==> src/hdl/alpd_pkg.sv <==
// ----------------------------------------------------------------------------
// alpd_pkg
// Shared types and constants for the ASCII length-prefixed deframer.
// ----------------------------------------------------------------------------
package alpd_pkg;

  // width of the internal length and byte counters
  localparam int unsigned LENGTH_BITS = 16;

  localparam int unsigned BYTE_W   = 8;
  localparam int unsigned OUTLEN_W = 16;
  localparam int unsigned MAXLEN_W = 16;
  localparam int unsigned KIND_W   = 2;

  // room for length*10 + digit
  localparam int unsigned NEXT_W = LENGTH_BITS + 4;
  localparam int unsigned CMP_W  = (NEXT_W > MAXLEN_W) ? NEXT_W : MAXLEN_W;

  localparam logic [MAXLEN_W-1:0] MAX_LENGTH_RST = 16'hFFFF;

  localparam logic [BYTE_W-1:0] SPACE_CODE = 8'h20;
  localparam logic [BYTE_W-1:0] DIGIT_ZERO = 8'd48;
  localparam logic [BYTE_W-1:0] DIGIT_NINE = 8'd57;
  localparam logic [BYTE_W-1:0] TERMINATOR = 8'h00;

  typedef enum logic [KIND_W-1:0] {
    KIND_PAYLOAD = 2'd0,
    KIND_ACCEPT  = 2'd1,
    KIND_REJECT  = 2'd2
  } alpd_kind_e;

  typedef struct packed {
    alpd_kind_e            kind;
    logic [BYTE_W-1:0]     data;
    logic [OUTLEN_W-1:0]   length;
  } alpd_result_t;

endpackage

==> src/hdl/alpd_rx_if.sv <==
// ----------------------------------------------------------------------------
// alpd_rx_if
// Received byte channel, valid/ready.
// ----------------------------------------------------------------------------
interface alpd_rx_if;
  logic                        valid;
  logic                        ready;
  logic [alpd_pkg::BYTE_W-1:0] rx_byte;

  modport source (output valid, output rx_byte, input ready);
  modport sink   (input valid, input rx_byte, output ready);
endinterface

==> src/hdl/alpd_cfg_if.sv <==
// ----------------------------------------------------------------------------
// alpd_cfg_if
// Configuration write channel for the max_length register.
// ----------------------------------------------------------------------------
interface alpd_cfg_if;
  logic                          valid;
  logic                          ready;
  logic [alpd_pkg::MAXLEN_W-1:0] max_length;

  modport source (output valid, output max_length, input ready);
  modport sink   (input valid, input max_length, output ready);
endinterface

==> src/hdl/alpd_res_if.sv <==
// ----------------------------------------------------------------------------
// alpd_res_if
// Result channel: payload bytes and frame verdicts, valid/ready.
// ----------------------------------------------------------------------------
interface alpd_res_if;
  logic                          valid;
  logic                          ready;
  logic [alpd_pkg::KIND_W-1:0]   out_kind;
  logic [alpd_pkg::BYTE_W-1:0]   out_byte;
  logic [alpd_pkg::OUTLEN_W-1:0] out_length;

  modport source (output valid, output out_kind, output out_byte, output out_length,
                  input ready);
  modport sink   (input valid, input out_kind, input out_byte, input out_length,
                  output ready);
endinterface

==> src/hdl/alpd_parser.sv <==
// ----------------------------------------------------------------------------
// alpd_parser
// Input byte register, header/payload state and per-byte result logic.
// ----------------------------------------------------------------------------
module alpd_parser (
  input  logic                   clk_i,
  input  logic                   rst_ni,
  alpd_rx_if.sink                rx,
  alpd_cfg_if.sink               cfg,
  output logic                   res_valid_o,
  output alpd_pkg::alpd_result_t res_o,
  input  logic                   res_ready_i
);

  localparam int unsigned LB = alpd_pkg::LENGTH_BITS;
  localparam int unsigned NW = alpd_pkg::NEXT_W;
  localparam int unsigned CW = alpd_pkg::CMP_W;

  logic                            in_valid_q;
  logic [alpd_pkg::BYTE_W-1:0]     in_byte_q;
  logic                            in_header_q, in_header_d;
  logic [LB-1:0]                   len_q, len_d;
  logic [LB-1:0]                   cnt_q, cnt_d;
  logic [alpd_pkg::MAXLEN_W-1:0]   max_len_q;

  logic                            in_fire;
  logic                            has_result;
  logic                            is_digit;
  logic [alpd_pkg::BYTE_W-1:0]     digit_full;
  logic [NW-1:0]                   len_ext;
  logic [NW-1:0]                   next_len;
  logic                            too_large;
  logic [LB+alpd_pkg::OUTLEN_W-1:0] len_wide;

  assign cfg.ready = 1'b1;

  always_ff @(posedge clk_i or negedge rst_ni) begin
    if (!rst_ni) begin
      max_len_q <= alpd_pkg::MAX_LENGTH_RST;
    end else if (cfg.valid) begin
      max_len_q <= cfg.max_length;
    end
  end

  // header bytes retire without a result, so they never wait on the output
  assign has_result = in_valid_q && !in_header_q;
  assign in_fire    = in_valid_q && (!has_result || res_ready_i);
  assign rx.ready   = !in_valid_q || in_fire;

  always_ff @(posedge clk_i or negedge rst_ni) begin
    if (!rst_ni) begin
      in_valid_q <= 1'b0;
    end else if (rx.ready) begin
      in_valid_q <= rx.valid;
    end
  end

  always_ff @(posedge clk_i) begin
    if (rx.ready && rx.valid) begin
      in_byte_q <= rx.rx_byte;
    end
  end

  // length*10 + digit as two shifts and adds
  assign digit_full = in_byte_q - alpd_pkg::DIGIT_ZERO;
  assign is_digit   = (in_byte_q >= alpd_pkg::DIGIT_ZERO) &&
                      (in_byte_q <= alpd_pkg::DIGIT_NINE);
  assign len_ext    = NW'(len_q);
  assign next_len   = (len_ext << 3) + (len_ext << 1) + NW'(digit_full[3:0]);
  assign too_large  = (next_len[NW-1:LB] != '0) ||
                      (CW'(next_len) > CW'(max_len_q));

  always_comb begin
    in_header_d = in_header_q;
    len_d       = len_q;
    cnt_d       = cnt_q;
    if (in_header_q) begin
      if ((in_byte_q == alpd_pkg::SPACE_CODE) && (len_q != '0)) begin
        in_header_d = 1'b0;
        cnt_d       = '0;
      end else if (is_digit) begin
        len_d = too_large ? '0 : next_len[LB-1:0];
      end else begin
        len_d = '0;
      end
    end else if (cnt_q < len_q) begin
      cnt_d = cnt_q + 1'b1;
    end else begin
      in_header_d = 1'b1;
      len_d       = '0;
      cnt_d       = '0;
    end
  end

  always_ff @(posedge clk_i or negedge rst_ni) begin
    if (!rst_ni) begin
      in_header_q <= 1'b1;
      len_q       <= '0;
      cnt_q       <= '0;
    end else if (in_fire) begin
      in_header_q <= in_header_d;
      len_q       <= len_d;
      cnt_q       <= cnt_d;
    end
  end

  assign len_wide = {{alpd_pkg::OUTLEN_W{1'b0}}, len_q};

  always_comb begin
    res_o.length = len_wide[alpd_pkg::OUTLEN_W-1:0];
    if (cnt_q < len_q) begin
      res_o.kind = alpd_pkg::KIND_PAYLOAD;
      res_o.data = in_byte_q;
    end else begin
      if (in_byte_q == alpd_pkg::TERMINATOR) begin
        res_o.kind = alpd_pkg::KIND_ACCEPT;
      end else begin
        res_o.kind = alpd_pkg::KIND_REJECT;
      end
      res_o.data = '0;
    end
  end

  assign res_valid_o = has_result;

endmodule

==> src/hdl/alpd_out_stage.sv <==
// ----------------------------------------------------------------------------
// alpd_out_stage
// Result register that drives the output channel.
// ----------------------------------------------------------------------------
module alpd_out_stage (
  input  logic                   clk_i,
  input  logic                   rst_ni,
  input  logic                   res_valid_i,
  input  alpd_pkg::alpd_result_t res_i,
  output logic                   res_ready_o,
  alpd_res_if.source             res
);

  logic                   out_valid_q;
  alpd_pkg::alpd_result_t out_q;

  // slot frees up in the same cycle the sink takes the word
  assign res_ready_o = !out_valid_q || res.ready;

  always_ff @(posedge clk_i or negedge rst_ni) begin
    if (!rst_ni) begin
      out_valid_q <= 1'b0;
    end else if (res_ready_o) begin
      out_valid_q <= res_valid_i;
    end
  end

  always_ff @(posedge clk_i) begin
    if (res_ready_o && res_valid_i) begin
      out_q <= res_i;
    end
  end

  assign res.valid      = out_valid_q;
  assign res.out_kind   = out_q.kind;
  assign res.out_byte   = out_q.data;
  assign res.out_length = out_q.length;

endmodule

==> src/hdl/ascii_length_prefixed_deframer_core.sv <==
// ----------------------------------------------------------------------------
// ascii_length_prefixed_deframer_core
// Recovers "<decimal length><space><payload><zero byte>" frames from a byte
// stream.
// ----------------------------------------------------------------------------
// One received byte per cycle is accepted, sustained, as long as the result
// sink keeps up; a byte is registered in the input register, decoded there
// against the header/payload state, and its result is then registered in the
// output register of alpd_out_stage, which drives the result channel. Header bytes
// produce no word and keep flowing even while the output is stalled. Each
// payload byte gives one word of kind 0; the byte after the payload gives a
// verdict word, kind 1 for a zero byte (accept) and kind 2 otherwise (reject),
// and rejected payload is left for the downstream stage to drop. out_length
// is the declared length of the frame. max_length may be written only while
// the block is idle.
module ascii_length_prefixed_deframer_core (
  input  logic       clk_i,
  input  logic       rst_ni,
  alpd_rx_if.sink    rx,
  alpd_cfg_if.sink   cfg,
  alpd_res_if.source res
);

  logic                   res_valid;
  logic                   res_ready;
  alpd_pkg::alpd_result_t res_word;

  alpd_parser u_parser (
    .clk_i       (clk_i),
    .rst_ni      (rst_ni),
    .rx          (rx),
    .cfg         (cfg),
    .res_valid_o (res_valid),
    .res_o       (res_word),
    .res_ready_i (res_ready)
  );

  alpd_out_stage u_out_stage (
    .clk_i       (clk_i),
    .rst_ni      (rst_ni),
    .res_valid_i (res_valid),
    .res_i       (res_word),
    .res_ready_o (res_ready),
    .res         (res)
  );

endmodule

==> src/flat_wrapper.sv <==
// flat-port wrapper written by rule: the top's interface ports become plain ports
module ascii_length_prefixed_deframer_core_flat 
  (clk_i, rst_ni, rx_valid, rx_rx_byte, rx_ready, cfg_valid, cfg_max_length, cfg_ready, res_valid, res_out_kind, res_out_byte, res_out_length, res_ready);
  alpd_rx_if rx_i ();
  alpd_cfg_if cfg_i ();
  alpd_res_if res_i ();
  input  logic clk_i;
  input  logic rst_ni;
  input wire logic [$bits(rx_i.valid)-1:0] rx_valid;
  input wire logic [$bits(rx_i.rx_byte)-1:0] rx_rx_byte;
  output wire logic [$bits(rx_i.ready)-1:0] rx_ready;
  input wire logic [$bits(cfg_i.valid)-1:0] cfg_valid;
  input wire logic [$bits(cfg_i.max_length)-1:0] cfg_max_length;
  output wire logic [$bits(cfg_i.ready)-1:0] cfg_ready;
  output wire logic [$bits(res_i.valid)-1:0] res_valid;
  output wire logic [$bits(res_i.out_kind)-1:0] res_out_kind;
  output wire logic [$bits(res_i.out_byte)-1:0] res_out_byte;
  output wire logic [$bits(res_i.out_length)-1:0] res_out_length;
  input wire logic [$bits(res_i.ready)-1:0] res_ready;
  assign rx_i.valid = rx_valid;
  assign rx_i.rx_byte = rx_rx_byte;
  assign rx_ready = rx_i.ready;
  assign cfg_i.valid = cfg_valid;
  assign cfg_i.max_length = cfg_max_length;
  assign cfg_ready = cfg_i.ready;
  assign res_valid = res_i.valid;
  assign res_out_kind = res_i.out_kind;
  assign res_out_byte = res_i.out_byte;
  assign res_out_length = res_i.out_length;
  assign res_i.ready = res_ready;
  ascii_length_prefixed_deframer_core u_core (.clk_i(clk_i), .rst_ni(rst_ni), .rx(rx_i), .cfg(cfg_i), .res(res_i));
endmodule
==> config.mk <==
export PLATFORM = sky130hd
export DESIGN_NAME = ascii_length_prefixed_deframer_core_flat
export DESIGN_NICKNAME = d
export VERILOG_FILES = /design/src/hdl/alpd_pkg.sv /design/src/hdl/alpd_rx_if.sv /design/src/hdl/alpd_cfg_if.sv /design/src/hdl/alpd_res_if.sv /design/src/hdl/alpd_parser.sv /design/src/hdl/alpd_out_stage.sv /design/src/hdl/ascii_length_prefixed_deframer_core.sv /design/src/flat_wrapper.sv
export SDC_FILE = /design/constraint.sdc
export NUM_CORES = 1
export LEC_CHECK = 0
export BUFFER_PORTS_ARGS = -buffer_cell sky130_fd_sc_hd__buf_2
export CAP_MARGIN = 20
export CORE_MARGIN = 3
export CORE_UTILIZATION = 45
export CTS_CLUSTER_DIAMETER = 80
export DETAILED_ROUTE_END_ITERATION = 7
export PLACE_DENSITY = 0.72
export SYNTH_ARGS = -nofsm -noshare
export SYNTH_HDL_FRONTEND = slang
export SYNTH_SLANG_ARGS = --single-unit
==> constraint.sdc <==
create_clock -name clk_i -period 4.7 [get_ports clk_i]
set_input_delay 0.235 -clock clk_i [delete_from_list [all_inputs] [get_ports clk_i]]
set_output_delay 0.235 -clock clk_i [all_outputs]
set_load 0.005 [all_outputs]
**After elaboration in Yosys (flattened, before gate mapping)**

Cells that the tools add are included.

- Bits of input ports: 29
- Register bits after elaboration: 85
- Word-level logic and storage cells: 53
- Output and inout port bits: 29

- Order comparisons: 4
- Add/subtract/negate cells: 4
- Mux-type cells: 12
- Reductions and logical operators: 19
- Equal/unequal tests: 4

Operator list:

| kind | count |
|---|---|
| $mux 16 | 8 |
| $add 19x17->20 | 1 |
| $add 20x4->20 | 1 |
| $gt 20x16->1 | 1 |
| $add 16x1->16 const B | 1 |
| $lt 16x16->1 | 1 |
| $reduce_bool 16->1 | 1 |
| $eq 8x6->1 const B | 1 |
| $ge 8x6->1 const B | 1 |
| $le 8x6->1 const B | 1 |
| $logic_not 8->1 | 1 |
| $logic_and 1x1->1 | 6 |
| $logic_not 1->1 | 4 |
| $logic_or 1x1->1 | 4 |
| $ne 2x2->1 const B | 2 |
| $reduce_bool 4->1 | 1 |
| $sub 4x1->4 const B | 1 |
| $mux 1 | 3 |
| $reduce_and 3->1 | 1 |
| $mux 2 | 1 |
| $ne 2x1->1 const B | 1 |
| $reduce_and 2->1 | 1 |

**Depth between registers and ports, before layout**

- Depth in word-level cells: 8
- Mapped depth: 18
- Mapped depth without buffers: 17

**Hierarchy**

Synthesis repeated with hierarchy kept, for this count alone.

- Cell total of the unflattened synthesis: 480
- Area, all modules: 5132.4 um^2

By module, submodules not included:

| module | sequential area each (um^2) | instances | cells an instance | area each (um^2) |
|---|---|---|---|---|
| alpd_parser | 1512.7 | 1 | 450 | 4297.9 |
| alpd_out_stage | 805.8 | 1 | 30 | 834.6 |

**Worst setup path before layout**

Ideal clock, no wire load.

- Path type: reg2reg
- Start point: register u_core.u_parser.len_q[0]
- End point: register u_core.u_parser.len_q[3]
- Period minus slack after synthesis: 4.422 ns
- Required time: 4.634 ns
- Path buffers: 1
- Arrival: 4.356 ns
- Cell stages (with the launch flop): 19
- Library setup time: 0.066 ns
- Path slack: 0.278 ns
- Cells stage by stage: dfrtp_1 -> inv_1 -> fa_1 -> inv_1 -> fa_1 -> a211oi_4 -> o21ai_2 -> a221o_1 -> o21a_1 -> xor2_1 -> ha_1 -> nand2_1 -> o21a_1 -> o211ai_1 -> o31a_1 -> a2111oi_0 -> nor4b_4 -> buf_6 -> a22o_1

- Cells in the longest elaborated chain, start to end: 8
- Elaborated cells on any way between the ends: 15
- Classes of those cells: add/sub (2); order compare (2); eq/ne (2); mux (4); reduce/logical (5)

RTL lines:

| what | line | text |
|---|---|---|
| start, declared | alpd_parser.sv:22 | `logic [LB-1:0] len_q, len_d;` |
| start signal, assigned | alpd_parser.sv:102 | `len_q <= len_d;` |
| $add 19x17->20 | alpd_parser.sv:69 | `assign next_len = (len_ext << 3) + (len_ext << 1) + NW'(digit_full[3:0]);` |
| $add 20x4->20 | alpd_parser.sv:69 |  |
| $gt 20x16->1 / $reduce_bool 4->1 (equally long branches) | alpd_parser.sv:71, alpd_parser.sv:70 |  |
| $logic_or 1x1->1 | alpd_parser.sv:70 | `assign too_large = (next_len[NW-1:LB] != '0) \|\|` |
| $mux 16 | alpd_parser.sv:82 | `len_d = too_large ? '0 : next_len[LB-1:0];` |
| $mux 16 | alpd_parser.sv:81 | `end else if (is_digit) begin` |
| $mux 16 | alpd_parser.sv:78 | `if ((in_byte_q == alpd_pkg::SPACE_CODE) && (len_q != '0)) begin` |
| $mux 16 | alpd_parser.sv:77 | `if (in_header_q) begin` |

Parallel ways exist; a longest one is shown, timed or not. The select of a mux whose other input is x is not followed.
A chain may end at the register's enable or synchronous reset.

**Worst setup path in the final report**

- Start point: register u_core.u_parser.in_byte_q[3] (netlist name)
- End point: register u_core.u_parser.len_q[2]

- Cells in the longest elaborated chain, start to end: 8
- Elaborated cells on any way between the ends: 16
- Classes of those cells: add/sub (2); order compare (3); eq/ne (2); mux (4); reduce/logical (5)

RTL lines:

| what | line | text |
|---|---|---|
| start, declared | alpd_parser.sv:20 | `logic [alpd_pkg::BYTE_W-1:0] in_byte_q;` |
| start signal, assigned | alpd_parser.sv:60 | `in_byte_q <= rx.rx_byte;` |
| $sub 4x1->4 | alpd_parser.sv:65 | `assign digit_full = in_byte_q - alpd_pkg::DIGIT_ZERO;` |
| $add 20x4->20 | alpd_parser.sv:69 |  |
| $gt 20x16->1 / $reduce_bool 4->1 (equally long branches) | alpd_parser.sv:71, alpd_parser.sv:70 |  |
| $logic_or 1x1->1 | alpd_parser.sv:70 |  |
| $mux 16 | alpd_parser.sv:82 |  |
| $mux 16 | alpd_parser.sv:81 |  |
| $mux 16 | alpd_parser.sv:78 |  |
| $mux 16 | alpd_parser.sv:77 |  |

Parallel ways exist; a longest one is shown, timed or not. The select of a mux whose other input is x is not followed.

==> results.json <==
{
  "clock_latency_ps": 340,
  "met3_usage_pct": 3.93,
  "syn_avg_cell_area_um2": 10.5,
  "grt_max_degree": 53,
  "grtUsageTotal_pct": 18.8,
  "synth_common_cells": "ha_1, inv_1, nand2_1, dfrtp_1, edfxtp_1",
  "final_nets": 662,
  "gr-usage-met1_pct": 24.6,
  "synth_edf_count": 34,
  "syn_area_um2": 5190,
  "finalHoldViolations": 0,
  "cts_root_buf": "clkbuf_16",
  "ys_warn_count": 0,
  "hold_depth": 1,
  "antenna_left": 0,
  "clockBufferDepth": 2,
  "ys_top_cells_by_area": "edfxtp_1, dfrtp_1, ha_1",
  "rr_startpoint": "u_core.u_parser.in_byte_q[3]",
  "hold_path_end": "u_core.u_parser.in_byte_q[5]",
  "required_ps": 4980,
  "syn_nets": 589,
  "syn2layout_area_growth_pct": 17.4,
  "ys_ff_latch": 85,
  "r2r_cells": 18,
  "fmax_mhz": 226,
  "powerDensity_nw_per_um2": 288,
  "status": "finished clean",
  "cts_tree": "built",
  "antenna_found_initial": 0,
  "antenna_cells": 0,
  "synth_largest_area_cell": "edfxtp_1",
  "power_mw": 1.76,
  "cap_viol_max_count": 0,
  "dieHeight_um": 113,
  "portBuffers": 56,
  "grt_pass1_vias": 3917,
  "cts.sinks": 85,
  "leakagePower_nw": 2.90,
  "fin_ws_ps": 278,
  "synth.most_common_cell": "ha_1",
  "critPathCaptureType": "register",
  "die-width_um": 113,
  "min_from": "rx_rx_byte[5]",
  "dr.pass1.iters": 5,
  "met2_usage_pct": 31.5,
  "drt_wl_total_um": 11800,
  "drc": 0,
  "fill_cells": 971,
  "slew_headroom_pct": 32.1,
  "slew_violations": 0,
  "whs_ps": 67.2,
  "worst_pin_slew_ps": 1020,
  "fin_crit_sh_pct": 94.1,
  "ys.flop_type": "edfxtp_1",
  "vias": 4017,
  "cts.reportedPaths.clkPinSlew_ps": 60,
  "stdcell_count": 713,
  "yosysSeqAreaShare_pct": 44.7,
  "dpl.hpwl_um": 9050,
  "pre_cts_slack_ps": 80.1,
  "regToRegSetupSlack_ps": 280,
  "yosys.cell_types.count": 57,
  "grt_pass1_wl_um": 19200,
  "yosysTopAreaCellShare_pct": 19.7,
  "crit_path_max_fanout": 8,
  "critPathLaunchType": "register",
  "numCtsBuffers": 9,
  "async_flop_share_pct": 60.0,
  "drive_above_1_share_pct": 21.3,
  "start_util_pct": 46.9,
  "htree_levels": 3,
  "period_needed_ps": 4420,
  "ir_drop_uv": 192,
  "hold_class": "in -> reg",
  "setup_viol": 0,
  "rows": 38,
  "finalClockSkew_ps": 7.05,
  "core_um2": 11100,
  "wl_per_cell_um": 16.5,
  "ioPinCount": 58,
  "path_class": "reg -> reg",
  "place_inst": 694,
  "critPathArrivalTime_ps": 4700,
  "synth_cells": 495,
  "gp_congestion": 0.898,
  "r2r-end": "u_core.u_parser.len_q[2]",
  "vias_per_cell": 5.63,
  "grt_overflow": 0,
  "top_usage_layer": "met2",
  "die_area_um2": 12900,
  "drt_iter0_drc": 250
}
## critical path, cell delays in order (launching register included)
cell       delay, ps
edfxtp_1         370
inv_1             70
fa_1             530
inv_1             80
ha_1             340
a211oi_2         230
o211ai_1         180
a31oi_2          240
nand2b_1         150
xor2_2           190
ha_1             320
a21oi_1          160
o21a_1           150
o211ai_1          90
o31a_1           320
a2111oi_2        330
nor4b_4          300
buf_6            180
a22o_1           130
## metrics by stage
step           setup TNS [ps]  util (%)  area [um^2]
5_1_grt                  -986      55.0         6100
2_1_floorplan               0         -         5190
3_5_place_dp                0      51.7         5730
4_1_cts                     0      54.4         6020
6_report                    0      55.0         6100
3_3_place_gp                0      51.5         5700
## cells in the final DEF, fill, tap and decap left out, drive strengths merged, types with 5 or more instances in the layout
cell type / Yosys / final
ha: 63 / 63
a31oi: 16 / 16
and3: 8 / 8
dfstp: 17 / 17
o21ai: 31 / 31
dfrtp: 34 / 34
o211ai: 5 / 5
buf: 3 / 74
nand2: 39 / 39
and2: 8 / 8
inv: 43 / 43
nand3: 26 / 26
nand4: 6 / 6
a21oi: 27 / 27
xor2: 9 / 9
xnor2: 7 / 7
nor4: 8 / 8
a22o: 16 / 16
nor2: 13 / 13
a21o: 16 / 16
edfxtp: 34 / 34
nor3: 6 / 6
clkbuf: 10 / 12
mux2i: 10 / 10
## worst max path at each step
stage / start / to / slack, ps / cells past startpoint
2_1_floorplan: u_core.u_parser.len_q[0] / u_core.u_parser.len_q[3] / 280 / 18
3_3_place_gp: u_core.u_parser.in_byte_q[3] / u_core.u_parser.len_q[1] / 160 / 18
3_5_place_dp: u_core.u_parser.in_byte_q[3] / u_core.u_parser.len_q[5] / 80 / 18
4_1_cts: u_core.u_parser.in_byte_q[3] / u_core.u_parser.len_q[3] / 50 / 18
5_1_grt: u_core.u_parser.in_byte_q[3] / u_core.u_parser.len_q[2] / -80 / 18
6_report: u_core.u_parser.in_byte_q[3] / u_core.u_parser.len_q[2] / 280 / 18
## routing by layer
| metal | part of all wire (%) | vias to the layer above |
|---|---|---|
| met5 | 0 | - |
| met4 | 1.7 | 0 |
| met3 | 3.7 | 17 |
| met2 | 49 | 85 |
| met1 | 45 | 1945 |
| li1 | - | 1970 |
## timing repair
| action | CTS | global route |
|---|---|---|
| gates resized for setup | 0 | 9 |
| setup endpoints to repair | 0 | 16 |
| endpoints found under the hold margin | 12 | 0 |
| hold buffers | 1 | 0 |
| buffers inserted | 0 | 1 |
## state kept, by name, indices dropped and copies added (netlist names)
register and cells:
u_core.u_out_stage.res.valid 1, u_core.u_out_stage.res.out_kind 2, u_core.u_out_stage.res.out_byte 8, u_core.u_parser.max_len_q 16
u_core.u_parser.in_header_q 1, u_core.u_parser.cnt_q 16, u_core.u_parser.len_q 16, u_core.u_out_stage.res.out_length 16
u_core.u_parser.in_valid_q 1, u_core.u_parser.in_byte_q 8
## layout make-up
cell class	count	area, um^2	share of cell area, %
multi-input combinational	354	2690	44.1
sequential	85	2320	38.0
timing repair buffer	75	465	7.64
inverter	43	161	2.65
tap	140	175	2.87
clock buffer	12	236	3.88
clock inverter	4	48.8	0.800
## logic make-up after synthesis
kind of cell / share of synthesized area (%)
multiplexers: 2.14
buffers and inverters: 4.27
XOR/XNOR: 2.70
AND/OR/NAND/NOR: 13.3
other: 0.0722
adder cells (fa/ha/maj): 16.0
AO/OA/AOI/OAI: 16.9
flip-flops: 44.7
## where the power goes
| part | internal [mW] | leakage, nW | switching (mW) | total [mW] |
|---|---|---|---|---|
| clock network | 0.411 | 0.141 | 0.272 | 0.683 |
| logic | 0.0832 | 1.78 | 0.135 | 0.218 |
| registers | 0.834 | 0.973 | 0.0232 | 0.857 |
(Power assumes the default switching activity.)
